`src/rtl/core/dhbt_pkg.sv`:
```
package dhbt_pkg;

    // fixed field widths
    localparam int KEY_W      = 16;
    localparam int CMD_W      = 2;
    localparam int STATUS_W   = 2;
    localparam int BKT_OUT_W  = 4;
    localparam int S_TDATA_W  = 24;
    localparam int M_TDATA_W  = 8;

    // default geometry
    localparam int NUM_BUCKETS_DEF  = 11;
    localparam int BUCKET_DEPTH_DEF = 4;

    // command codes, code 3 behaves as a search
    typedef enum logic [CMD_W-1:0] {
        CMD_INSERT = 2'd0,
        CMD_DELETE = 2'd1,
        CMD_SEARCH = 2'd2
    } command_t;

    // result status codes
    typedef enum logic [STATUS_W-1:0] {
        ST_OK        = 2'd0,
        ST_NOT_FOUND = 2'd1,
        ST_FULL      = 2'd2
    } status_t;

    // controller to datapath
    typedef struct packed {
        logic load_in;
        logic load_bucket;
        logic commit;
    } ctl_t;

    // datapath to controller
    typedef struct packed {
        logic out_room;
    } sts_t;

endpackage

```
`src/rtl/core/dhbt_ram.sv`:
```
module dhbt_ram #(
    parameter int WIDTH = 64,
    parameter int DEPTH = 11
) (
    input  logic                     aclk,
    input  logic                     wr_en,
    input  logic [$clog2(DEPTH)-1:0] wr_addr,
    input  logic [WIDTH-1:0]         wr_data,
    input  logic [$clog2(DEPTH)-1:0] rd_addr,
    output logic [WIDTH-1:0]         rd_data
);

    logic [WIDTH-1:0] mem [DEPTH];
    logic [WIDTH-1:0] rd_data_reg;

    // one write port, registered read port
    always_ff @(posedge aclk) begin
        if (wr_en) begin
            mem[wr_addr] <= wr_data;
        end
        rd_data_reg <= mem[rd_addr];
    end

    assign rd_data = rd_data_reg;

endmodule

```
`src/rtl/core/dhbt_ctrl.sv`:
```
module dhbt_ctrl (
    input  logic           aclk,
    input  logic           aresetn,
    input  logic           in_valid,
    output logic           in_ready,
    input  dhbt_pkg::sts_t sts,
    output dhbt_pkg::ctl_t ctl
);

    typedef enum logic [3:0] {
        S_IDLE    = 4'b0001,
        S_REDUCE  = 4'b0010,
        S_READ    = 4'b0100,
        S_COMPARE = 4'b1000
    } state_t;

    state_t state_reg;
    state_t state_next;

    // sequencing: accept, reduce key, read row, compare and write back
    always_comb begin
        state_next      = state_reg;
        in_ready        = 1'b0;
        ctl.load_in     = 1'b0;
        ctl.load_bucket = 1'b0;
        ctl.commit      = 1'b0;
        case (state_reg)
            S_IDLE: begin
                in_ready    = 1'b1;
                ctl.load_in = in_valid;
                if (in_valid) begin
                    state_next = S_REDUCE;
                end
            end
            S_REDUCE: begin
                ctl.load_bucket = 1'b1;
                state_next      = S_READ;
            end
            S_READ: begin
                state_next = S_COMPARE;
            end
            S_COMPARE: begin
                // hold until the output register can take the result
                if (sts.out_room) begin
                    ctl.commit = 1'b1;
                    state_next = S_IDLE;
                end
            end
            default: begin
                state_next = S_IDLE;
            end
        endcase
    end

    always_ff @(posedge aclk) begin
        if (!aresetn) begin
            state_reg <= S_IDLE;
        end else begin
            state_reg <= state_next;
        end
    end

endmodule

```
`src/rtl/core/dhbt_dp.sv`:
```
module dhbt_dp #(
    parameter int NUM_BUCKETS  = dhbt_pkg::NUM_BUCKETS_DEF,
    parameter int BUCKET_DEPTH = dhbt_pkg::BUCKET_DEPTH_DEF
) (
    input  logic                            aclk,
    input  logic                            aresetn,
    input  dhbt_pkg::ctl_t                  ctl,
    output dhbt_pkg::sts_t                  sts,
    input  logic [dhbt_pkg::CMD_W-1:0]      in_command,
    input  logic [dhbt_pkg::KEY_W-1:0]      in_key,
    output logic                            out_valid,
    input  logic                            out_ready,
    output logic [dhbt_pkg::STATUS_W-1:0]   out_status,
    output logic [dhbt_pkg::BKT_OUT_W-1:0]  out_bucket,
    output logic                            out_found
);

    localparam int KEY_W   = dhbt_pkg::KEY_W;
    localparam int NB_W    = $clog2(NUM_BUCKETS);
    localparam int SHIFT   = KEY_W + NB_W;
    localparam int RECIP_W = KEY_W + 1;
    localparam int PROD_W  = KEY_W + RECIP_W;
    localparam int Q_W     = PROD_W - SHIFT;
    localparam int ROW_W   = KEY_W * BUCKET_DEPTH;
    localparam longint unsigned RECIP_L =
        (longint'(1) << SHIFT) / longint'(NUM_BUCKETS);
    localparam logic [RECIP_W-1:0] RECIP  = RECIP_W'(RECIP_L);
    localparam logic [NB_W:0]      NB_VAL = (NB_W + 1)'(NUM_BUCKETS);

    dhbt_pkg::command_t      cmd_reg;
    logic [KEY_W-1:0]        key_reg;
    logic [PROD_W-1:0]       prod_reg;
    logic [NB_W-1:0]         bucket_reg;
    logic [NB_W-1:0]         bucket_next;
    logic [BUCKET_DEPTH-1:0] valid_reg [NUM_BUCKETS];

    logic [Q_W-1:0]          quot;
    logic [KEY_W+1:0]        quot_n;
    logic [KEY_W+1:0]        rem_wide;
    logic [NB_W:0]           rem;
    logic [NB_W:0]           rem_sub;

    logic [ROW_W-1:0]        row_rd;
    logic [ROW_W-1:0]        row_wr;
    logic [BUCKET_DEPTH-1:0] row_valid;
    logic [BUCKET_DEPTH-1:0] match_vec;
    logic [BUCKET_DEPTH-1:0] free_vec;
    logic [BUCKET_DEPTH-1:0] match_oh;
    logic [BUCKET_DEPTH-1:0] free_oh;
    logic [BUCKET_DEPTH-1:0] valid_new;
    logic                    found;
    logic                    has_free;
    logic                    row_we;
    dhbt_pkg::status_t       status;
    logic [NB_W+3:0]         bucket_ext;

    logic                          out_valid_reg;
    logic [dhbt_pkg::STATUS_W-1:0] out_status_reg;
    logic [dhbt_pkg::BKT_OUT_W-1:0] out_bucket_reg;
    logic                          out_found_reg;

    // capture the transaction and start the reciprocal multiply
    always_ff @(posedge aclk) begin
        if (ctl.load_in) begin
            cmd_reg  <= dhbt_pkg::command_t'(in_command);
            key_reg  <= in_key;
            prod_reg <= PROD_W'(in_key) * PROD_W'(RECIP);
        end
    end

    // quotient estimate may be one low, so fix the remainder once
    always_comb begin
        quot     = prod_reg[PROD_W-1:SHIFT];
        quot_n   = (KEY_W + 2)'(quot) * (KEY_W + 2)'(NB_VAL);
        rem_wide = (KEY_W + 2)'(key_reg) - quot_n;
        rem      = rem_wide[NB_W:0];
        rem_sub  = rem - NB_VAL;
        if (rem >= NB_VAL) begin
            bucket_next = rem_sub[NB_W-1:0];
        end else begin
            bucket_next = rem[NB_W-1:0];
        end
    end

    always_ff @(posedge aclk) begin
        if (ctl.load_bucket) begin
            bucket_reg <= bucket_next;
        end
    end

    // key rows, one row per bucket
    dhbt_ram #(
        .WIDTH (ROW_W),
        .DEPTH (NUM_BUCKETS)
    ) u_rows (
        .aclk    (aclk),
        .wr_en   (row_we),
        .wr_addr (bucket_reg),
        .wr_data (row_wr),
        .rd_addr (bucket_reg),
        .rd_data (row_rd)
    );

    // compare every slot of the row, pick lowest match and lowest free slot
    always_comb begin
        row_valid = valid_reg[bucket_reg];
        for (int d = 0; d < BUCKET_DEPTH; d++) begin
            match_vec[d] = row_valid[d] && (row_rd[d*KEY_W +: KEY_W] == key_reg);
            free_vec[d]  = !row_valid[d];
        end
        match_oh = match_vec & (~match_vec + BUCKET_DEPTH'(1));
        free_oh  = free_vec & (~free_vec + BUCKET_DEPTH'(1));
        found    = |match_vec;
        has_free = |free_vec;
        for (int d = 0; d < BUCKET_DEPTH; d++) begin
            row_wr[d*KEY_W +: KEY_W] = free_oh[d] ? key_reg : row_rd[d*KEY_W +: KEY_W];
        end
    end

    // command decode
    always_comb begin
        valid_new = row_valid;
        row_we    = 1'b0;
        case (cmd_reg)
            dhbt_pkg::CMD_INSERT: begin
                if (has_free) begin
                    status    = dhbt_pkg::ST_OK;
                    valid_new = row_valid | free_oh;
                    row_we    = ctl.commit;
                end else begin
                    status = dhbt_pkg::ST_FULL;
                end
            end
            dhbt_pkg::CMD_DELETE: begin
                if (found) begin
                    status    = dhbt_pkg::ST_OK;
                    valid_new = row_valid & ~match_oh;
                end else begin
                    status = dhbt_pkg::ST_NOT_FOUND;
                end
            end
            default: begin
                status = found ? dhbt_pkg::ST_OK : dhbt_pkg::ST_NOT_FOUND;
            end
        endcase
    end

    // slot valid marks, cleared at reset
    always_ff @(posedge aclk) begin
        if (!aresetn) begin
            for (int b = 0; b < NUM_BUCKETS; b++) begin
                valid_reg[b] <= '0;
            end
        end else if (ctl.commit) begin
            valid_reg[bucket_reg] <= valid_new;
        end
    end

    // output register
    assign bucket_ext = {4'b0000, bucket_reg};

    always_ff @(posedge aclk) begin
        if (!aresetn) begin
            out_valid_reg <= 1'b0;
        end else if (ctl.commit) begin
            out_valid_reg <= 1'b1;
        end else if (out_ready) begin
            out_valid_reg <= 1'b0;
        end
    end

    always_ff @(posedge aclk) begin
        if (ctl.commit) begin
            out_status_reg <= status;
            out_bucket_reg <= bucket_ext[dhbt_pkg::BKT_OUT_W-1:0];
            out_found_reg  <= found;
        end
    end

    assign sts.out_room = !out_valid_reg || out_ready;
    assign out_valid    = out_valid_reg;
    assign out_status   = out_status_reg;
    assign out_bucket   = out_bucket_reg;
    assign out_found    = out_found_reg;

endmodule

```
`src/rtl/core/division_hash_bucket_table.sv`:
```
// channel  | direction | tdata fields, lowest bit first
// s_       | in        | command [1:0], key [17:2], zero pad [23:18]
// m_       | out       | status [1:0], bucket_index [5:2], found [6], zero pad [7]
//
// each transaction steps through capture with reciprocal multiply, bucket
// remainder, row read from the key ram, then compare and row write-back
// slot valid marks live in flops and are cleared by aresetn, key ram is not
// a waiting result sits in the output register while the next transaction
// is taken; only a still-full output register stalls the compare step
module division_hash_bucket_table #(
    parameter int NUM_BUCKETS  = dhbt_pkg::NUM_BUCKETS_DEF,
    parameter int BUCKET_DEPTH = dhbt_pkg::BUCKET_DEPTH_DEF
) (
    input  logic                             aclk,
    input  logic                             aresetn,
    input  logic                             s_tvalid,
    output logic                             s_tready,
    input  logic [dhbt_pkg::S_TDATA_W-1:0]   s_tdata,   // command, key
    output logic                             m_tvalid,
    input  logic                             m_tready,
    output logic [dhbt_pkg::M_TDATA_W-1:0]   m_tdata    // status, bucket_index, found
);

    dhbt_pkg::ctl_t                   ctl;
    dhbt_pkg::sts_t                   sts;
    logic [dhbt_pkg::STATUS_W-1:0]    out_status;
    logic [dhbt_pkg::BKT_OUT_W-1:0]   out_bucket;
    logic                             out_found;

    // sequencer
    dhbt_ctrl u_ctrl (
        .aclk     (aclk),
        .aresetn  (aresetn),
        .in_valid (s_tvalid),
        .in_ready (s_tready),
        .sts      (sts),
        .ctl      (ctl)
    );

    // datapath
    dhbt_dp #(
        .NUM_BUCKETS  (NUM_BUCKETS),
        .BUCKET_DEPTH (BUCKET_DEPTH)
    ) u_dp (
        .aclk       (aclk),
        .aresetn    (aresetn),
        .ctl        (ctl),
        .sts        (sts),
        .in_command (s_tdata[1:0]),
        .in_key     (s_tdata[17:2]),
        .out_valid  (m_tvalid),
        .out_ready  (m_tready),
        .out_status (out_status),
        .out_bucket (out_bucket),
        .out_found  (out_found)
    );

    // result packing
    assign m_tdata = {1'b0, out_found, out_bucket, out_status};

endmodule

```
`config.mk`:
```
export PLATFORM = sky130hd
export DESIGN_NAME = division_hash_bucket_table
export DESIGN_NICKNAME = d
export VERILOG_FILES = /design/src/rtl/core/dhbt_pkg.sv /design/src/rtl/core/dhbt_ram.sv /design/src/rtl/core/dhbt_ctrl.sv /design/src/rtl/core/dhbt_dp.sv /design/src/rtl/core/division_hash_bucket_table.sv
export SDC_FILE = /design/constraint.sdc
export NUM_CORES = 1
export LEC_CHECK = 0
export BUFFER_PORTS_ARGS = -buffer_cell sky130_fd_sc_hd__buf_2
export CAP_MARGIN = 20
export CORE_MARGIN = 4
export CORE_UTILIZATION = 60
export DETAILED_ROUTE_END_ITERATION = 6
export PLACE_DENSITY_LB_ADDON = 0.3
export SYNTH_ARGS = -nofsm -noshare
export SYNTH_HDL_FRONTEND = slang
export SYNTH_SLANG_ARGS = --single-unit
```
`constraint.sdc`:
```
create_clock -name aclk -period 13.2 [get_ports aclk]
set_input_delay 1.32 -clock aclk [delete_from_list [all_inputs] [get_ports aclk]]
set_output_delay 1.32 -clock aclk [all_outputs]
set_load 0.05 [all_outputs]
```
* Word level (Yosys, flattened, before mapping)
Memory sizes are Yosys's and may differ from the RTL's. A register that Yosys moved wholly into a read port is not among the register bits.
Cells that the tools add are included.
** Storage, ports and cells
- Output and inout port bits :: 10
- Bits of input ports :: 28
- Memories kept :: 2
- Bits in writable memories :: 748
- Flip-flop bits (word level) :: 67
** Memory list
- u_dp.u_rows.mem :: depth 11, width 64, rd ports 1, clocked after Yosys merged registers in 1, wr ports 1, RTL line dhbt_ram.sv:13 : logic [WIDTH-1:0] mem [DEPTH];
- u_dp.valid_reg :: depth 11, width 4, rd ports 1, clocked after Yosys merged registers in 1, wr ports 11, RTL line dhbt_dp.sv:35 : logic [BUCKET_DEPTH-1:0] valid_reg [NUM_BUCKETS];
** Operators by class
- Reductions and logical operators :: 16
- Multiplexer cells :: 33
- Multiply operators :: 2
- Bitwise gates (word level) :: 7
- Add/subtract/negate cells :: 4
- $lt $le $gt $ge :: 1
- Equality and inequality tests :: 11
** Operators with widths (number)
- $eq 16x16->1 :: 4
- $mux 16 :: 4
- $mul 16x17->33 const B :: 1
- $mux 4 :: 8
- $mux 1 :: 17
- $pmux 4 s4 :: 1
- $mul 13x4->5 const B :: 1
- $and 4x4->4 :: 3
- $not 4->4 :: 3
- $reduce_or 4->1 :: 3
- $add 4x1->4 const B :: 2
- $pmux 4 s2 :: 1
- $ge 5x4->1 const B :: 1
- $logic_not 1->1 :: 5
- $sub 5x5->5 :: 1
- $eq 4x1->1 const B :: 1
- $eq 4x2->1 const B :: 1
- $eq 4x3->1 const B :: 1
- $eq 4x4->1 const B :: 1
- $logic_and 1x1->1 :: 4
- $mux 2 :: 2
- $ne 2x2->1 const B :: 2
- $or 4x4->4 :: 1
- $sub 4x4->4 const B :: 1
- other kinds (5) :: 5

* Logic depth before layout (Yosys ltp)
- Depth in word-level cells :: 10
- Depth in mapped cells :: 19
- Mapped depth without buffers :: 19

* Hierarchy
From an unflattened synthesis, not the netlist that was laid out.
** Unflattened totals
- Cells, all modules :: 2385
- Area total of the unflattened synthesis :: 38745.9 sq um
** By module, submodules not included
- dhbt_ram :: seq. area each 22421.5 sq um, instances 1, area each 28838.9 sq um, cells each 1520
- dhbt_dp :: seq. area each 3002.9 sq um, instances 1, area each 9654.3 sq um, cells each 840
- dhbt_ctrl :: seq. area each 80.1 sq um, instances 1, area each 234.0 sq um, cells each 22
- division_hash_bucket_table :: seq. area each 0.0 sq um, instances 1, area each 18.8 sq um, cells each 3

* Worst setup path before layout
Ideal clock, no wire load.
- Kind :: register to register
- Start point :: register with a tool-made name
- End point :: memory u_dp.u_rows.mem[0][0] (enable)
- Arrival :: 8486 ps
- Clock period less this slack :: 9152 ps
- Cell stages (with the launch flop) :: 8
- Path buffers :: 2
- Setup time :: 667 ps
- Slack :: 4048 ps
- Path through :: dfxtp_1 -> buf_6 -> buf_6 -> mux4_2 -> mux4_2 -> clkinv_1 -> o311ai_1 -> nor4b_1
** RTL lines (RTL line)
- end: declaration :: dhbt_ram.sv:13

* Worst setup path after layout
- Start point :: input s_tdata[15] in the netlist's numbering
- End point :: register u_dp.prod_reg[24] (data pin)
** On the way
- Cells in the longest elaborated chain, start to end :: 1
** RTL lines
- start: declaration :: RTL line division_hash_bucket_table.sv:18 : input logic [dhbt_pkg::S_TDATA_W-1:0] s_tdata,
- $mul 16x17->33 :: RTL line dhbt_dp.sv:67 : prod_reg <= PROD_W'(in_key) * PROD_W'(RECIP);
- end signal: assignment :: RTL line dhbt_dp.sv:67
- end: declaration :: RTL line dhbt_dp.sv:32 : logic [PROD_W-1:0] prod_reg;
Every way passes these cells.
A chain may end at the register's enable or synchronous reset.

==> summary.txt <==
Status
  • Status: complete, but fails checks
  • Violated checks: design-rule violations

Timing
  • Min Clock Period, post-route: 5.76 ns
  • Max Slew Vio Count: 0
  • RSZ-0062 raised after global routing: no
  • Final Hold Fails: 0
  • Setup Skew: 0.0288 ns
  • Fin crit share: 0.436
  • Max_slew headroom: 0.279
  • Setup TNS: 0 ns
  • Transition time of the tightest slew-check pin: approximately 1.1 ns
  • Final Setup Violations: 0
  • Max Freq: ~170 MHz

Routing
  • First-pass DRT Iterations: 7
  • Number of remaining DRC errors: 2
  • Mean routed wirelength per cell: 24.8 µm
  • DR vias/cell: around 6
  • Final WL: about 79 mm
  • Initial DRC Count: about 2,000
  • Post-route ant nets: 0
  • Vias: slightly below 20,000

Power and ir drop
  • Reg power frac: 0.421
  • Pwr dens: 211 nW/µm²
  • Worst vdd ir: between 0.2 and 0.25 mV
  • Pleak: approximately 15 nW
  • NetSw: approximately 2.7 mW
  • Pint: around 6.2 mW
  • Sw Ratio: 0.304
  • Logic pwr share: 0.293
  • Total power: around 9 mW
  • Clock network fraction of total power: 0.286

CTS
  • TritonCTS Sinks: a little under 900
  • Clock buffer count from CTS: 85
  • CTS tree: yes
  • Worst skew pair latency: approximately 0.64 ns
  • Post-CTS Setup Bufs: 0
  • H-Tree Depth: 3
  • Reg clk slew, reported paths: around 0.060 ns
  • CTS resizes: 0
  • # hold bufs at CTS: 0
  • Clk buf depth: 3
  • Root buf cell: clkbuf_16

Worst setup path
  • CP Capture Type: flip-flop
  • Crit. Startpoint: s_tdata[15]
  • CP Launch Type: input pin
  • Maximum fanout along the worst path: 6
  • CP arrival: between 6 and 7 ns
  • Worst setup path class: input pin to flip-flop
  • CP required: approximately 14 ns

Global routing
  • Vias in the first global route: roughly 20,000
  • GRT Util Overall: 0.239
  • Met2 Usage GRT: 0.396
  • GRT met3 Usage: 0.0395
  • Pin count of the biggest net entering global routing: 155
  • Remaining global-route overflow: 0
  • Global-route wire length before repair: 121 mm
  • GRT busiest layer: met2
  • Initial antenna violation count: 3
  • Met1 Use GR: 0.329

Die
  • Die area: 67,300 µm²
  • Num ports: 38
  • Chip Width: around 260 µm
  • Core area: 62,200 µm²
  • Cell Rows: between 90 and 100
  • Initial Utilization: 0.610
  • Die Y: approximately 260 µm

Synth
  • Post-Syn Instances: 2,230
  • Largest cells by area after synthesis: edfxtp_1 (63%), mux4_2 (8.7%), dfxtp_1 (4.1%), fa_1 (4.1%), mux2i_1 (3.6%)
  • Commonest cells in the netlist: edfxtp_1 (798), nand2_1 (160), mux4_2 (147), inv_1 (138), o21ai_0 (137)
  • Synth Area in Compound Gates: 0.0289
  • Primary FF master, synth: edfxtp_1
  • Mux share of post-synthesis cell area: 0.143
  • Netlist cell types: between 50 and 60
  • Syn nets: roughly 2,400
  • Syn avg cell area: between 15 and 20 µm²
  • Top-area cell type share of the netlist area: 0.632
  • Synth Area in XOR/XNOR: 0.0207
  • Synthesized flop and latch total: around 880
  • Largest family of logic cells by synthesized area: multiplexers
  • Synth Area in Adders: 0.0746
  • Leading area contributor after synthesis: edfxtp_1
  • Cell area after synthesis: around 38,000 µm²
  • Synth warn: 0
  • Post-synth EDFFs: around 800
  • Sequential area share after synthesis: 0.672
  • Synth async-reset ratio: 0
  • Most common cell in the netlist: edfxtp_1
  • Synthesized-area fraction occupied by and/or/nand/nor cells: 0.0336

Placed design
  • Post-DP HPWL: around 45 mm
  • RePlAce Congestion: 0.852
  • Placed cells: between 3,000 and 4,000
  • Port Buffers: 30

Finish
  • Final Util: 0.677
  • Filler instances: ~4,100
  • Layout cells sized above 1: 0.164
  • Area growth syn-to-layout: 11.0%
  • Non-filler cells, final: about 3,200
  • Largest register FFs: around 700
  • Final net count: ~2,500

Hold path
  • Hold Crit Class: flip-flop to flip-flop
  • Worst hold path startpoint: u_dp.valid_reg[10][2]

Flow run
  • Max-cap violations: 0
-- critical path, cell delays in order --
cell and delay [ns]:
buf_2 0.16, fa_1 0.59, fa_1 0.43, fa_1 0.51
inv_1 0.05, fa_1 0.50, inv_1 0.06, fa_1 0.48
inv_1 0.05, fa_1 0.48, inv_1 0.04, ha_1 0.29
a21oi_1 0.07, o21ai_0 0.44, a21oi_1 0.18, o211ai_1 0.17
a31oi_1 0.15, xnor2_1 0.14
-- path summary, 6_finish.rpt --
kind / endpoint / slack [ns] / cells past startpoint
worst max register to register: u_dp.u_rows.mem[0][13] / 8.80 / 10
worst min-delay path: u_dp.valid_reg[10][2] / 0.46 / 2
worst min register to register: u_dp.valid_reg[10][2] / 0.46 / 2
worst max-delay path: u_dp.prod_reg[24] / 7.44 / 18
-- cells in the final DEF (no fill, tap or decap), types with 13 or more instances in the layout --
cell | netlist | routed
mux2_1 | 50 | 50
mux2i_1 | 135 | 135
clkbuf_8 | 0 | 14
xnor2_1 | 65 | 65
nand2_1 | 160 | 160
nand2b_1 | 13 | 13
nand4_1 | 17 | 17
o21ai_0 | 137 | 137
xor2_1 | 22 | 22
clkinv_1 | 1 | 13
clkbuf_16 | 0 | 86
ha_1 | 103 | 103
inv_1 | 138 | 138
nor2_1 | 43 | 41
clkbuf_1 | 83 | 18
fa_1 | 77 | 77
buf_2 | 7 | 30
dfxtp_1 | 77 | 77
mux4_2 | 147 | 147
a21oi_1 | 20 | 20
buf_4 | 2 | 38
edfxtp_1 | 798 | 798
-- per-layer routing --
| layer | vias up | wire [µm] |
|---|---|---|
| met5 | - | 30 |
| met4 | 4 | 2060 |
| met3 | 125 | 5200 |
| met2 | 708 | 40000 |
| met1 | 10200 | 31800 |
| li1 | 8540 | - |
-- power by group through the flow --
stage               logic, mW  clock network (mW)  registers [mW]
global route             2.90                2.69            3.75
floorplan                1.96                   0            3.73
detailed placement       2.58                   0            3.79
finish                   2.61                2.54            3.74
global placement         2.47                   0            3.80
CTS                      2.60                2.57            3.74
-- layout make-up --
type                       instances  area (µm²)  area share
multi-input combinational       1099       11500       0.273
inverter                         143         537      0.0127
antenna                            1        2.50   0.0000594
tap                              837        1050      0.0249
clock buffer                     118        2410      0.0573
sequential                       875       25500       0.606
clock inverter                    42         577      0.0137
timing repair buffer              74         531      0.0126
-- through the flow --
stage               cell area [µm²]  hold WS (ns)  worst slack [ns]
finish                        42100         0.464              7.44
global route                  42100         0.497              7.22
CTS                           42100         0.466              7.46
detailed placement            39100         0.455              6.81
global placement              39100         0.444              6.85
floorplan                     37900         0.424              4.05
-- cell families (layout without fill, tap and decap cells) --
group | Yosys count | after routing
AND/OR/NAND/NOR | 286 | 286
XOR/XNOR | 88 | 88
adder cells (fa/ha/maj) | 180 | 180
AO/OA/AOI/OAI | 197 | 197
other | 1 | 2
buffers and inverters | 256 | 377
multiplexers | 347 | 347
flip-flops | 875 | 875
(Power assumes the default switching activity.)
